<file path="config.mk">
export PLATFORM = sky130hd
export DESIGN_NAME = positional_array_list_top
export DESIGN_NICKNAME = d
export VERILOG_FILES = /design/src/rtl/core/apl_pkg.sv /design/src/rtl/core/apl_cell.sv /design/src/rtl/core/apl_ctrl.sv /design/src/rtl/core/positional_array_list_top.sv
export SDC_FILE = /design/constraint.sdc
export NUM_CORES = 1
export LEC_CHECK = 0
export BUFFER_PORTS_ARGS = -buffer_cell sky130_fd_sc_hd__buf_2
export CORE_MARGIN = 2
export CORE_UTILIZATION = 40
export DETAILED_ROUTE_END_ITERATION = 16
export PLACE_DENSITY = 0.63
export RECOVER_POWER = 100
export SETUP_SLACK_MARGIN = 0.5
export SLEW_MARGIN = 20
export SYNTH_ARGS = -nofsm -noshare
export SYNTH_HDL_FRONTEND = slang
export SYNTH_HIERARCHICAL = 1
export SYNTH_SLANG_ARGS = --single-unit
</file>
<file path="constraint.sdc">
create_clock -name i_clk -period 5.3 [get_ports i_clk]
set_input_delay 0.795 -clock i_clk [delete_from_list [all_inputs] [get_ports i_clk]]
set_output_delay 0.795 -clock i_clk [all_outputs]
set_load 0.03 [all_outputs]
</file>
<file path="src/rtl/core/apl_pkg.sv">
// package for the positional array list
// shared widths, command and status codes, and the control word handed to the cell row
`default_nettype none

package apl_pkg;

    localparam int DEPTH_DEF = 8;
    localparam int WORD_W    = 32;
    localparam int POS_W     = 3;
    localparam int CNT_W     = 4;
    localparam int S_DATA_W  = 40;
    localparam int M_DATA_W  = 40;

    typedef logic [WORD_W-1:0] t_word;

    typedef enum logic [1:0] {
        CMD_INSERT  = 2'd0,
        CMD_DELETE  = 2'd1,
        CMD_SEARCH  = 2'd2,
        CMD_DISPLAY = 2'd3
    } t_cmd;

    typedef enum logic [1:0] {
        STS_OK        = 2'd0,
        STS_REJECT    = 2'd1,
        STS_NOT_FOUND = 2'd2,
        STS_EMPTY     = 2'd3
    } t_status;

    typedef enum logic {
        ST_IDLE,
        ST_DISP
    } t_state;

    typedef struct packed {
        logic             ins;
        logic             del;
        logic [POS_W-1:0] pos;
        t_word            value;
    } t_cell_ctl;

endpackage

`default_nettype wire

</file>
<file path="src/rtl/core/apl_cell.sv">
// one entry of the list row: holds a word, shifts to or from its neighbours, compares with the key
// depends on apl_pkg
`default_nettype none

module apl_cell #(
    parameter int IDX = 0
) (
    input  wire logic              i_clk,
    input  wire apl_pkg::t_cell_ctl i_ctl,
    input  wire apl_pkg::t_word    i_left_data,
    input  wire apl_pkg::t_word    i_right_data,
    input  wire logic              i_left_live,
    input  wire logic              i_right_live,
    input  wire logic              i_live,
    output      apl_pkg::t_word    o_data,
    output      logic              o_match
);
    import apl_pkg::*;

    t_word r_data;
    t_word n_data;
    logic  w_take_left;
    logic  w_take_in;
    logic  w_take_right;

    assign w_take_in    = i_ctl.ins && (IDX == int'(i_ctl.pos));
    assign w_take_left  = i_ctl.ins && (IDX > int'(i_ctl.pos)) && i_left_live;
    assign w_take_right = i_ctl.del && (IDX >= int'(i_ctl.pos)) && i_right_live;

    always_comb begin
        n_data = r_data;
        if (w_take_in) begin
            n_data = i_ctl.value;
        end else if (w_take_left) begin
            n_data = i_left_data;
        end else if (w_take_right) begin
            n_data = i_right_data;
        end
    end

    always_ff @(posedge i_clk) begin
        r_data <= n_data;
    end

    assign o_data  = r_data;
    assign o_match = i_live && (r_data == i_ctl.value);

endmodule

`default_nettype wire

</file>
<file path="src/rtl/core/apl_ctrl.sv">
// sequencer for the list: length, command decode, search encoder, display walk, output register
// depends on apl_pkg
`default_nettype none

module apl_ctrl #(
    parameter int DEPTH = apl_pkg::DEPTH_DEF
) (
    input  wire logic                            i_clk,
    input  wire logic                            i_rst_n,
    input  wire logic                            i_in_valid,
    output      logic                            o_in_ready,
    input  wire apl_pkg::t_cmd                   i_cmd,
    input  wire apl_pkg::t_word                  i_value,
    input  wire logic [apl_pkg::POS_W-1:0]       i_pos,
    input  wire logic [DEPTH-1:0]                i_match,
    input  wire logic [DEPTH-1:0][apl_pkg::WORD_W-1:0] i_cells,
    output      apl_pkg::t_cell_ctl              o_ctl,
    output      logic [DEPTH-1:0]                o_live,
    output      logic                            o_out_valid,
    input  wire logic                            i_out_ready,
    output      apl_pkg::t_status                o_status,
    output      logic [apl_pkg::POS_W-1:0]       o_found_index,
    output      apl_pkg::t_word                  o_element,
    output      logic [apl_pkg::CNT_W-1:0]       o_count,
    output      logic                            o_last
);
    import apl_pkg::*;

    localparam int LW = $clog2(DEPTH + 1);
    localparam int IW = $clog2(DEPTH);
    localparam int CW = (LW > POS_W) ? LW : POS_W;

    t_state          r_state;
    t_state          n_state;
    logic [LW-1:0]   r_len;
    logic [LW-1:0]   n_len;
    logic [IW-1:0]   r_disp;
    logic [IW-1:0]   n_disp;
    logic            r_out_valid;
    t_status         r_status;
    t_status         n_status;
    logic [POS_W-1:0] r_found;
    logic [POS_W-1:0] n_found;
    t_word           r_elem;
    t_word           n_elem;
    logic            r_last;
    logic            n_last;
    logic            w_load;
    logic            w_out_free;
    logic            w_accept;
    logic            w_ins_ok;
    logic            w_del_ok;
    logic            w_hit;
    logic [IW-1:0]   w_hit_idx;
    logic            w_disp_end;

    assign w_out_free = !r_out_valid || i_out_ready;
    assign o_in_ready = (r_state == ST_IDLE) && w_out_free;
    assign w_accept   = i_in_valid && o_in_ready;

    assign w_ins_ok = (r_len < LW'(DEPTH)) && (CW'(i_pos) <= CW'(r_len));
    assign w_del_ok = CW'(i_pos) < CW'(r_len);
    assign w_disp_end = (LW'(r_disp) + LW'(1)) == r_len;

    always_comb begin
        for (int i = 0; i < DEPTH; i++) begin
            o_live[i] = LW'(i) < r_len;
        end
    end

    // last matching entry wins
    always_comb begin
        w_hit     = 1'b0;
        w_hit_idx = '0;
        for (int i = 0; i < DEPTH; i++) begin
            if (i_match[i]) begin
                w_hit     = 1'b1;
                w_hit_idx = IW'(i);
            end
        end
    end

    always_comb begin
        n_state = r_state;
        unique case (r_state)
            ST_IDLE: begin
                if (w_accept && (i_cmd == CMD_DISPLAY) && (r_len > LW'(1))) begin
                    n_state = ST_DISP;
                end
            end
            ST_DISP: begin
                if (w_out_free && w_disp_end) begin
                    n_state = ST_IDLE;
                end
            end
            default: n_state = ST_IDLE;
        endcase
    end

    always_comb begin
        w_load      = 1'b0;
        o_ctl.ins   = 1'b0;
        o_ctl.del   = 1'b0;
        o_ctl.pos   = i_pos;
        o_ctl.value = i_value;
        n_len       = r_len;
        n_disp      = r_disp;
        n_status    = STS_OK;
        n_found     = '0;
        n_elem      = '0;
        n_last      = 1'b1;
        unique case (r_state)
            ST_IDLE: begin
                if (w_accept) begin
                    w_load = 1'b1;
                    unique case (i_cmd)
                        CMD_INSERT: begin
                            if (w_ins_ok) begin
                                o_ctl.ins = 1'b1;
                                n_len     = r_len + LW'(1);
                            end else begin
                                n_status = STS_REJECT;
                            end
                        end
                        CMD_DELETE: begin
                            if (r_len == '0) begin
                                n_status = STS_EMPTY;
                            end else if (w_del_ok) begin
                                o_ctl.del = 1'b1;
                                n_len     = r_len - LW'(1);
                            end else begin
                                n_status = STS_REJECT;
                            end
                        end
                        CMD_SEARCH: begin
                            if (w_hit) begin
                                n_found = POS_W'(w_hit_idx);
                            end else begin
                                n_status = STS_NOT_FOUND;
                            end
                        end
                        CMD_DISPLAY: begin
                            if (r_len == '0) begin
                                n_status = STS_EMPTY;
                            end else begin
                                n_elem = i_cells[0];
                                n_last = (r_len == LW'(1));
                                n_disp = IW'(1);
                            end
                        end
                        default: n_status = STS_REJECT;
                    endcase
                end
            end
            ST_DISP: begin
                if (w_out_free) begin
                    w_load = 1'b1;
                    n_elem = i_cells[r_disp];
                    n_last = w_disp_end;
                    n_disp = r_disp + IW'(1);
                end
            end
            default: w_load = 1'b0;
        endcase
    end

    always_ff @(posedge i_clk) begin
        if (!i_rst_n) begin
            r_state     <= ST_IDLE;
            r_len       <= '0;
            r_disp      <= '0;
            r_out_valid <= 1'b0;
        end else begin
            r_state <= n_state;
            r_len   <= n_len;
            r_disp  <= n_disp;
            if (w_load) begin
                r_out_valid <= 1'b1;
            end else if (i_out_ready) begin
                r_out_valid <= 1'b0;
            end
        end
    end

    always_ff @(posedge i_clk) begin
        if (w_load) begin
            r_status <= n_status;
            r_found  <= n_found;
            r_elem   <= n_elem;
            r_last   <= n_last;
        end
    end

    assign o_out_valid   = r_out_valid;
    assign o_status      = r_status;
    assign o_found_index = r_found;
    assign o_element     = r_elem;
    assign o_last        = r_last;
    assign o_count       = CNT_W'(r_len);

endmodule

`default_nettype wire

</file>
<file path="src/rtl/core/positional_array_list_top.sv">
// top level of the positional array list: a row of DEPTH cells and the sequencer
// depends on apl_pkg, apl_cell and apl_ctrl
`default_nettype none

// An ordered list of up to DEPTH unsigned 32-bit words. Insert, delete and search act on every
// cell at once: each cell shifts or compares in parallel, and the result word sits in an output
// register so the next command is taken in the same cycle the previous result leaves. Display
// holds the input while the walk reads one stored entry per cycle into the output register, as
// long as the output is not stalled; an empty list gives a single word. Results come out in
// command order, the final word of each command with m_tlast high; count is the list length modulo 16.

module positional_array_list_top #(
    parameter int DEPTH = apl_pkg::DEPTH_DEF
) (
    input  wire logic                         i_clk,
    input  wire logic                         i_rst_n,
    input  wire logic                         s_tvalid,
    output      logic                         s_tready,
    input  wire logic [apl_pkg::S_DATA_W-1:0] s_tdata,  // value[31:0], position[34:32], zero pad
    input  wire logic [1:0]                   s_tuser,  // cmd[1:0]
    output      logic                         m_tvalid,
    input  wire logic                         m_tready,
    output      logic [apl_pkg::M_DATA_W-1:0] m_tdata,  // found_index[2:0], element[34:3],
                                                        // count[38:35], zero pad
    output      logic [1:0]                   m_tuser,  // status[1:0]
    output      logic                         m_tlast
);
    import apl_pkg::*;

    t_cell_ctl                   w_ctl;
    logic [DEPTH-1:0]            w_live;
    logic [DEPTH-1:0]            w_match;
    logic [DEPTH-1:0][WORD_W-1:0] w_cells;
    t_status                     w_status;
    logic [POS_W-1:0]            w_found;
    t_word                       w_elem;
    logic [CNT_W-1:0]            w_count;

    for (genvar g = 0; g < DEPTH; g++) begin : g_cell
        t_word w_left;
        t_word w_right;
        logic  w_left_live;
        logic  w_right_live;

        if (g == 0) begin : g_first
            assign w_left      = '0;
            assign w_left_live = 1'b0;
        end else begin : g_inner_l
            assign w_left      = w_cells[g-1];
            assign w_left_live = w_live[g-1];
        end

        if (g == DEPTH - 1) begin : g_final
            assign w_right      = '0;
            assign w_right_live = 1'b0;
        end else begin : g_inner_r
            assign w_right      = w_cells[g+1];
            assign w_right_live = w_live[g+1];
        end

        apl_cell #(
            .IDX (g)
        ) u_cell (
            .i_clk        (i_clk),
            .i_ctl        (w_ctl),
            .i_left_data  (w_left),
            .i_right_data (w_right),
            .i_left_live  (w_left_live),
            .i_right_live (w_right_live),
            .i_live       (w_live[g]),
            .o_data       (w_cells[g]),
            .o_match      (w_match[g])
        );
    end

    apl_ctrl #(
        .DEPTH (DEPTH)
    ) u_ctrl (
        .i_clk         (i_clk),
        .i_rst_n       (i_rst_n),
        .i_in_valid    (s_tvalid),
        .o_in_ready    (s_tready),
        .i_cmd         (t_cmd'(s_tuser)),
        .i_value       (s_tdata[WORD_W-1:0]),
        .i_pos         (s_tdata[WORD_W+POS_W-1:WORD_W]),
        .i_match       (w_match),
        .i_cells       (w_cells),
        .o_ctl         (w_ctl),
        .o_live        (w_live),
        .o_out_valid   (m_tvalid),
        .i_out_ready   (m_tready),
        .o_status      (w_status),
        .o_found_index (w_found),
        .o_element     (w_elem),
        .o_count       (w_count),
        .o_last        (m_tlast)
    );

    assign m_tuser = w_status;
    assign m_tdata = {{(M_DATA_W-CNT_W-WORD_W-POS_W){1'b0}}, w_count, w_elem, w_found};

endmodule

`default_nettype wire

</file>
# [Word level (Yosys, flattened, before mapping)]
# Index checks and enable logic that the tools add are counted.
[totals] regBits=303 input_bits=46 output_inout_bits=45 wordCells=226
[op_classes] add_sub_neg=4 order_cmp=27 eq_ne=27 mux=79 n_bitwise=4 n_reduce_logical=69
[op_table] cell="32-bit two-way mux" n=27
[op_table] cell="32-bit equality test" n=8
[op_table] cell="32-bit binary-select mux with 3-bit select" n=1
[op_table] cell="32-bit case mux with 2 select lines" n=1
[op_table] cell="1-bit logical AND" n=50
[op_table] cell="1-bit two-way mux" n=26
[op_table] cell="3-bit two-way mux" n=8
[op_table] cell="3-bit nonzero test" n=6
[op_table] cell="3-bit by 4-bit less-than comparator with 1-bit output (first input constant)" n=4
[op_table] cell="2-bit two-way mux" n=7
[op_table] cell="3-bit equality test (first input constant)" n=4
[op_table] cell="3-bit greater-than comparator (first input constant)" n=4
[op_table] cell="4-bit two-way mux" n=3
[op_table] cell="3-bit >= comparator (first input constant)" n=3
[op_table] cell="1-bit by 4-bit less-than comparator with 1-bit output (first input constant)" n=2
[op_table] cell="2-bit by 4-bit less-than comparator with 1-bit output (first input constant)" n=2
[op_table] cell="2-bit != test (second input constant)" n=4
[op_table] cell="2-bit case mux with 4 select lines" n=1
[op_table] cell="4-bit case mux with 2 select lines" n=1
[op_table] cell="2-bit nonzero test" n=4
[op_table] cell="2-bit by 3-bit equality test with 1-bit output (first input constant)" n=2
[op_table] cell="1-bit by 3-bit >= comparator with 1-bit output (first input constant)" n=2
[op_table] cell="2-bit by 3-bit >= comparator with 1-bit output (first input constant)" n=2
[op_table] cell="2-bit by 3-bit greater-than comparator with 1-bit output (first input constant)" n=2
[op_table] cell="28 further kinds" n=36

# [Longest topological paths before layout]
# Gate-level depths: netlist of the first run.
[logic_depth] ltp_word=12 depth_mapped=12 depth_no_buf=11

# [Cells and area by module]
# The synthesis of the first run kept the hierarchy.
[by_module_without_submodules] mod="apl_ctrl" instances=1 cells_each=377 area_per_inst_um2=4419.2 seq_area_each_um2=1321.3
[by_module_without_submodules] mod="apl_cell at g_cell[1].u_cell" instances=1 cells_each=234 area_per_inst_um2=2418.6 seq_area_each_um2=960.9
[by_module_without_submodules] mod="apl_cell at g_cell[6].u_cell" instances=1 cells_each=188 area_per_inst_um2=2100.8 seq_area_each_um2=960.9
[by_module_without_submodules] mod="apl_cell at g_cell[4].u_cell" instances=1 cells_each=189 area_per_inst_um2=2087.0 seq_area_each_um2=960.9
[by_module_without_submodules] mod="apl_cell at g_cell[2].u_cell" instances=1 cells_each=188 area_per_inst_um2=2060.7 seq_area_each_um2=960.9
[by_module_without_submodules] mod="apl_cell at g_cell[7].u_cell" instances=1 cells_each=188 area_per_inst_um2=2026.9 seq_area_each_um2=960.9
[by_module_without_submodules] mod="apl_cell at g_cell[3].u_cell" instances=1 cells_each=156 area_per_inst_um2=2013.2 seq_area_each_um2=960.9
[by_module_without_submodules] mod="apl_cell at g_cell[5].u_cell" instances=1 cells_each=159 area_per_inst_um2=1875.5 seq_area_each_um2=960.9
[by_module_without_submodules] mod="apl_cell at g_cell[0].u_cell" instances=1 cells_each=114 area_per_inst_um2=1740.4 seq_area_each_um2=960.9
[by_module_without_submodules] mod="positional_array_list_top" instances=1 cells_each=2 area_per_inst_um2=11.3 seq_area_each_um2=0.0

# [Worst setup path before layout of the first run]
# OpenSTA, ideal clock, no wires.
[synth_path] kind="input to register" start="in s_tdata[33] (netlist bit)" end="reg g_cell[0].u_cell.r_data[0] (enable)" setup_time_ns=0.501 arrival_time_ns=5.179 t_required_ns=4.799 slack_ns=-0.381 stages=6 n_path_buf=0 cell_sequence="ha_1 nand2b_1 a211oi_1 a21oi_1 a21oi_1 nor4_1"
[synth_rtl] item="start, declared" line_no="positional_array_list_top.sv:19" rtl="input wire logic [apl_pkg::S_DATA_W-1:0] s_tdata,"
[synth_rtl] item="end signal, assigned" line_no="apl_cell.sv:42" rtl="r_data <= n_data;"
[synth_rtl] item="end, declared" line_no="apl_cell.sv:20" rtl="t_word r_data;"

# [Worst setup path in the final report of the first run]
[layout_path] start="reg u_ctrl.r_len[0], in the netlist u_ctrl/o_count[0]" end="reg u_ctrl.r_last, in the netlist u_ctrl/o_last (data pin)"
[layout_via] elab_chain_cells=5 elab_cells_between_ends=8 classes_between="eq/ne (2); mux (5); reduce/logical (1)"
[layout_rtl] item="start, declared" line_no="apl_ctrl.sv:35" rtl="logic [LW-1:0] r_len;"
[layout_rtl] item="start signal, assigned" line_no="apl_ctrl.sv:175" rtl="r_len <= n_len;"
[layout_rtl] item="4-bit by 1-bit equality test with 1-bit output or 4-bit logical NOT (tied branches)" line_no="apl_ctrl.sv:147, apl_ctrl.sv:143"
[layout_rtl] item="1-bit two-way mux" line_no="apl_ctrl.sv:143" rtl="if (r_len == '0) begin"
[layout_rtl] item="1-bit two-way mux" line_no="apl_ctrl.sv:116" rtl="unique case (i_cmd)"
[layout_rtl] item="1-bit two-way mux" line_no="apl_ctrl.sv:114" rtl="if (w_accept) begin"
[layout_rtl] item="1-bit case mux with 2 select lines (*)" line_no="apl_ctrl.sv:112" rtl="unique case (r_state)"
[layout_rtl] item="named net u_ctrl.n_last" line_no="apl_ctrl.sv:47" rtl="logic n_last;"
[layout_rtl] item="end signal, assigned" line_no="apl_ctrl.sv:190" rtl="r_last <= n_last;"
[layout_rtl] item="end, declared" line_no="apl_ctrl.sv:46" rtl="logic r_last;"
# Mark *: on every way through the listed nets, which the timed path passes. The rest lies on a longest branch.
# A chain may end at the register's enable or synchronous reset.

==> flow_summary.ini, run 1 <==
[final_layout]
regArea_sq_um = 9020
multi_input_area_sq_um = 10600
drive_above_1_share_pct = 14.6
area_growth_pct = 7.88
final_util_pct = 43.6
fillers = 4873
finalNonFillerCells = 2547
nNetsFinal = 1892

[detailed_routing]
drt_iter0_markers = 2150
final_antenna_net_count = 0
wl_mm = 73.6
wire_per_inst_um = 28.9
viasPerCell = 6.24
first_pass_iters = 12
drcViolationCount = 0
vias = 15900

[setup_path]
path_cells = inv_1 > ha_1 > nor3b_1 > nor4b_4 > clkbuf_1 > a21boi_0 > a21oi_1
endpoint_kind = flip-flop
crit_slowest_cell = clkbuf_1
arrival_ps = 4570
crit_type = reg -> reg
cp_max_fo = 36
critPathTopFamily = buffers and inverters
required_ps = 5580
crit_buf_inv = 2
slowest_delay_ps = 1860
start_kind = flip-flop

[timing]
slew_violations = 76
finClkSkew_ps = 13.4
layout_min_cycle_time_ps = 4290
relSlewSlack_pct = -73.4
worst_pin_slew_ps = 2600
rsz0062_at_grt = false
holdWs_ps = 471
max_freq_ghz = 0.233
finalHoldViolations = 0
setup_viol = 0
finalCritPeriodShare_pct = 81.0
tns_ps = 0

[logic_synthesis]
ys.flop_type = edfxtp_1
ys_seq_elements = 303
syn_avg_cell_area_sq_um = 11.6
yosysTopAreaCellShare_pct = 42.5
synth_area_leaders = edfxtp_1, xor2_1, mux2i_1
synthCells = 1795
async_flop_share_pct = 0
yosysSeqAreaShare_pct = 43.4
yosysTopAreaCell = edfxtp_1
syn_area_sq_um = 20800
yosysWarnings = 6
ys_types = 68
synth-edff-count = 294

[place]
port_buffers = 84
dp.cells = 2480
gp_congestion = 0.990
hpwl_mm = 48.8

[grt]
grt_max_degree = 66
grtUsageTotal_pct = 27.1
overflow = 0
grt_pass1_wl_mm = 106
grt_pass1_vias = 15000
antenna_found_initial = 9

[clocking]
cts.sinks = 303
htreeDepth = 2
clock_latency_ps = 560
numCtsBuffers = 37
post_cts_resized = 0
tritoncts = built
post_cts_buffers = 0
hold_buffers = 0
clockRootBuffer = clkbuf_16
clk_pin_slew_worst_paths_ps = 60
cts_buffer_depth = 3

[floorplan]
start_util_pct = 40.5
die_height_um = 232
top_level_ports = 91
core_sq_um = 51300
rows = 83
die_width_um = 232
die_area_sq_um = 53700

[run]
cap_violations = 3

[outcome]
violations = max-capacitance violations, max-slew violations
outcome = finished, violations left

[pwr]
power.total_mw = 5.64
ir_worst_vdd_mv = 0.164
p_leak_nw = 7.56
powerDensity_nw_per_um2 = 252

[hold_path]
hold_class = in -> reg
## area by class of cell
cell class / count / area share [%]
inverter: 43 / 0.721
tap: 680 / 3.80
clock buffer: 45 / 4.27
multi-input combinational: 1329 / 47.1
clock inverter: 19 / 0.671
sequential: 303 / 40.3
timing repair buffer: 125 / 3.10
antenna: 3 / 0.0335
## registers in the layout, indices dropped and copies added, names as in the netlist
name and flops:
u_ctrl/o_status 2, u_ctrl/r_disp 3, g_cell.u_cell/o_data 256, u_ctrl/o_last 1, u_ctrl/o_found_index 3, u_ctrl/r_state 1
u_ctrl/o_out_valid 1, u_ctrl/o_count 4, u_ctrl/o_element 32
## logic make-up (layout without fill, tap and decap cells)
group                    Yosys count  after routing  share of synthesized area (%)
buffers and inverters            196            232                           6.58
AO/OA/AOI/OAI                    399            399                           13.0
adder cells (fa/ha/maj)            7              7                          0.422
AND/OR/NAND/NOR                  371            371                           9.06
XOR/XNOR                         261            261                           11.0
flip-flops                       303            303                           43.4
other                              1             37                         0.0181
multiplexers                     257            257                           16.4
## path summary, 6_finish.rpt
| kind | from | to | slack, ps | cells past startpoint |
|---|---|---|---|---|
| setup reg to reg | u_ctrl/o_count[0] | u_ctrl/o_last | 1010 | 7 |
| hold / removal | s_tvalid | u_ctrl/o_out_valid | 470 | 3 |
| hold reg to reg | u_ctrl/r_state | u_ctrl/o_out_valid | 600 | 2 |
| setup / recovery | u_ctrl/o_count[0] | u_ctrl/o_last | 1010 | 7 |
## cells in the final DEF (no fill, tap or decap), types with 3 or more instances in the layout
cell,count
nand4_1,10
mux2_2,30
clkinv_1,7
xnor2_1,13
buf_12,5
xor2_1,248
a21oi_1,77
ha_1,7
nand2b_1,3
clkbuf_16,37
nand3_1,20
o21ai_1,11
o21ai_0,128
clkbuf_1,57
nor2_1,83
nand2_1,115
conb_1,34
a22oi_1,5
clkbuf_2,10
dfxtp_1,6
nor2b_1,33
nor3b_1,4
nor3_1,20
inv_1,42
clkinv_2,6
a21o_1,36
a222oi_1,32
buf_2,39
edfxtp_1,294
nor4_1,58
mux2i_1,161
a22oi_2,28
or3_1,3
a31oi_1,31
buf_4,22
diode_2,3
mux4_2,64
a22o_1,30
nand3b_1,4
## stage by stage
stage | instance area, sq um | worst slack (ps)
after CTS | 22600 | 1480
after global routing | 22400 | 739
after floorplan | 20900 | 940
after global placement | 21500 | 1020
after detailed placement | 21500 | 905
final | 22400 | 1010
## power by group
group | internal, mW | total (mW) | leakage, nW | switching, mW
clock | 1.38 | 2.45 | 0.541 | 1.06
sequential | 2.64 | 2.67 | 2.76 | 0.0271
combinational | 0.148 | 0.526 | 4.26 | 0.378
total | 4.17 | 5.64 | 7.56 | 1.47
## Yosys cell counts (3+ instances only)
master	number
a222oi_1	32
mux2i_1	161
a22o_1	30
nand3b_1	4
xor2_1	248
mux4_2	64
a21o_1	36
clkbuf_1	24
ha_1	7
clkbuf_8	6
buf_2	28
nor2b_1	33
dfxtp_1	9
nand2b_1	3
a22oi_2	28
nor2_1	83
xnor2_1	13
a22oi_1	5
buf_8	12
buf_4	39
buf_6	27
buf_1	12
mux2_2	30
inv_1	43
a31oi_1	32
or3_1	3
buf_12	3
nor3_1	19
a21oi_1	78
nand3_1	21
o21ai_1	73
o21ai_0	67
nand4_1	10
nand2_1	115
nor4_1	60
edfxtp_1	294
## per-layer routing
metal  track usage [%]  share of wire [%]
met2              42.0                 45
met5                 0               0.11
met3              7.71                 12
met4              12.0                4.8
met1              35.2                 38
## worst register-to-register path, stage by stage (launching register included)
cell and delay [ps]:
dfxtp_1 520, inv_1 140, ha_1 270, nor3b_1 250, nor4b_4 310, clkbuf_1 1860
a21boi_0 530, a21oi_1 130
No activity file was read; power rests on OpenSTA's default activity.
==> run 2, diff against run 1 <==
--- a/config.mk
+++ b/config.mk
@@ -5,6 +5,7 @@
 export SDC_FILE = /design/constraint.sdc
 export NUM_CORES = 1
 export LEC_CHECK = 0
+export ABC_AREA = 1
 export BUFFER_PORTS_ARGS = -buffer_cell sky130_fd_sc_hd__buf_2
 export CORE_MARGIN = 2
 export CORE_UTILIZATION = 40
==> constraint.sdc (replaced) <==
create_clock -name i_clk -period 3.92 [get_ports i_clk]
set_input_delay 0.588 -clock i_clk [delete_from_list [all_inputs] [get_ports i_clk]]
set_output_delay 0.588 -clock i_clk [all_outputs]
set_load 0.03 [all_outputs]
==> run 2 against run 1 <==
Clock power grew 47%. Flip-flop and latch count unchanged. Sequential share of layout area down 3.7 points. The run still ends with max-capacitance violations, max-slew violations left. Critical path depth is 2 lower. Synthesized area rose by 11%. Critical path type unchanged. Worst hold slack got worse by 130 ps. Die area increased by 11%. Register-to-register slack worse by 680 ps. Worst setup slack got worse by 680 ps.
==> flow_summary.ini, run 2 <==
[timing]
tns_ps = 0
fin_ws_ps = 326
max_freq_ghz = 0.278
finClkSkew_ps = 20.0
rsz0062_at_grt = true
finalHoldViolations = 0
layout_min_cycle_time_ps = 3590
relSlewSlack_pct = -10.3
setup_viol = 0
worst_pin_slew_ps = 1660
slew_violations = 40
finalCritPeriodShare_pct = 91.7

[pwr]
powerDensity_nw_per_um2 = 324
ir_worst_vdd_mv = 0.291
p_leak_nw = 10.8

[setup_path]
slowest_delay_ps = 1210
worstSetupStartpoint = u_ctrl/o_count[1]
cp_max_fo = 18
required_ps = 4160
crit_buf_inv = 1
path_cells = inv_1 > ha_1 > nand2_2 > nand4_1 > o21ai_0
arrival_ps = 3840
rr_endpoint = u_ctrl/o_element[12]
endpoint_kind = flip-flop
critPathTopFamily = compound AO/OA/AOI/OAI gates
worst-r2r-setup-slack_ps = 330
worstReg2RegStart = u_ctrl/o_count[1]
crit_path_end = u_ctrl/o_element[12]
crit_slowest_cell = o21ai_0
start_kind = flip-flop
crit_type = reg -> reg
r2r_cells = 5
crit_cells = 5

[clocking]
clk_pin_slew_worst_paths_ps = 60
clock_latency_ps = 570
tritoncts = built
clockRootBuffer = clkbuf_16
htreeDepth = 2
numCtsBuffers = 39
cts_buffer_depth = 3
hold_buffers = 0
cts.sinks = 303

[final_layout]
nNetsFinal = 3143
area_growth_pct = 6.73
layout_commonest_cell = nand2_1
final_cell_mix = nand2_1, inv_1, nor2_1
drive_above_1_share_pct = 8.63
largest_register_ffs = 256
fin_area_sq_um = 24600
final_util_pct = 43.0

[hold_path]
hold_class = in -> reg
whs_path_depth = 3

[run]
cap_violations = 1

[floorplan]
rows = 88
top_level_ports = 91
die_area_sq_um = 59700
core_sq_um = 57400
die_height_um = 244
start_util_pct = 40.2
die_width_um = 244

[logic_synthesis]
ys_types = 57
yosysWarnings = 6
syn_avg_cell_area_sq_um = 7.55
yosysTopAreaCellShare_pct = 38.2
syn_area_sq_um = 23100
ys.flop_type = edfxtp_1
synth_area_leaders = edfxtp_1, nand2_1, inv_1
synth-edff-count = 294
yosysTopAreaCell = edfxtp_1
synthCells = 3057
ys_seq_elements = 303
async_flop_share_pct = 0
synthTopCellsByCount = nand2_1, inv_1, nor2_1
synth_most_common_cell = nand2_1
yosysSeqAreaShare_pct = 39.0

[outcome]
violations = max-capacitance violations, max-slew violations
outcome = finished, violations left

[detailed_routing]
viasPerCell = 5.61
first_pass_iters = 6
drt_iter0_markers = 3159
vias = 21800
wire_per_inst_um = 22.1
wl_mm = 86.0
final_antenna_net_count = 0
drcViolationCount = 0

[grt]
grt_max_degree = 73
overflow = 0
grt_pass1_wl_mm = 128
antenna_found_initial = 4
grtUsageTotal_pct = 28.1
grt_pass1_vias = 19600

[place]
hpwl_mm = 60.9
gp_congestion = 0.951
dp_slack_ps = 446
port_buffers = 84
place_area_sq_um = 23800
==> run 2: how the worst min path moves through the flow <==
stage / end / slack [ps] / from
floorplan: u_ctrl/o_count[1] / 560 / u_ctrl/o_count[1]
global placement: u_ctrl/o_count[1] / 510 / u_ctrl/o_count[1]
detailed placement: u_ctrl/o_count[1] / 530 / u_ctrl/o_count[1]
CTS: u_ctrl/r_disp[0] / 320 / i_rst_n
global route: u_ctrl/r_disp[0] / 340 / i_rst_n
finish: u_ctrl/r_disp[0] / 340 / i_rst_n
==> run 2: metal layers <==
metal / wire length, um / global-route usage [%] / vias up
li1: - / - / 10100
met1: 34900 / 38.6 / 10200
met2: 37900 / 43.8 / 1337
met3: 9460 / 5.70 / 167
met4: 3700 / 10.2 / 2
met5: 13 / 0 / -
==> run 2: stage by stage <==
step / total power, mW / hold WS [ps] / cells
global placement: 4.45 / 512 / 3813
CTS: 8.02 / 318 / 3882
floorplan: 4.21 / 557 / 3090
finish: 7.98 / 343 / 3885
detailed placement: 4.46 / 528 / 3813
global route: 8.18 / 341 / 3883
==> run 2: logic make-up after synthesis <==
family,after synthesis,synth area share (%)
fa+ha+maj,7,0.379
compound gates,563,17.0
mux,45,2.20
flops,303,39.0
simple gates,1435,25.5
buf+inv,632,13.2
xor+xnor,71,2.69
other cells,1,0.0162
==> run 2: report_power, final <==
group	leakage, nW	internal, mW	switching (mW)
Combinational	7.43	0.204	0.576
Sequential	2.76	3.57	0.0387
Clock	0.597	2.11	1.48
Total	10.8	5.88	2.10
==> run 2: layout make-up <==
type                            count  area, sq um
Fill cell                        5910        32700
Multi-Input combinational cell   2156        10900
Sequential cell                   303         9020
Inverter                          452         1720
Clock buffer                       51         1060
Tap cell                          765          957
Timing Repair Buffer              138          795
Clock inverter                     18          170
Antenna cell                        2         5.00
==> run 2: timing repair <==
item,4_1_cts,5_1_grt
setup endpoints to repair,0,98
resized for setup,0,8
hold endpoints to repair,0,0
buffers inserted,0,0
==> run 2: worst register-to-register path, cell delays in order (launching register included) <==
cell     delay, ps
dfxtp_1        430
inv_1          170
ha_1           260
nand2_2        200
nand4_1        990
o21ai_0       1220
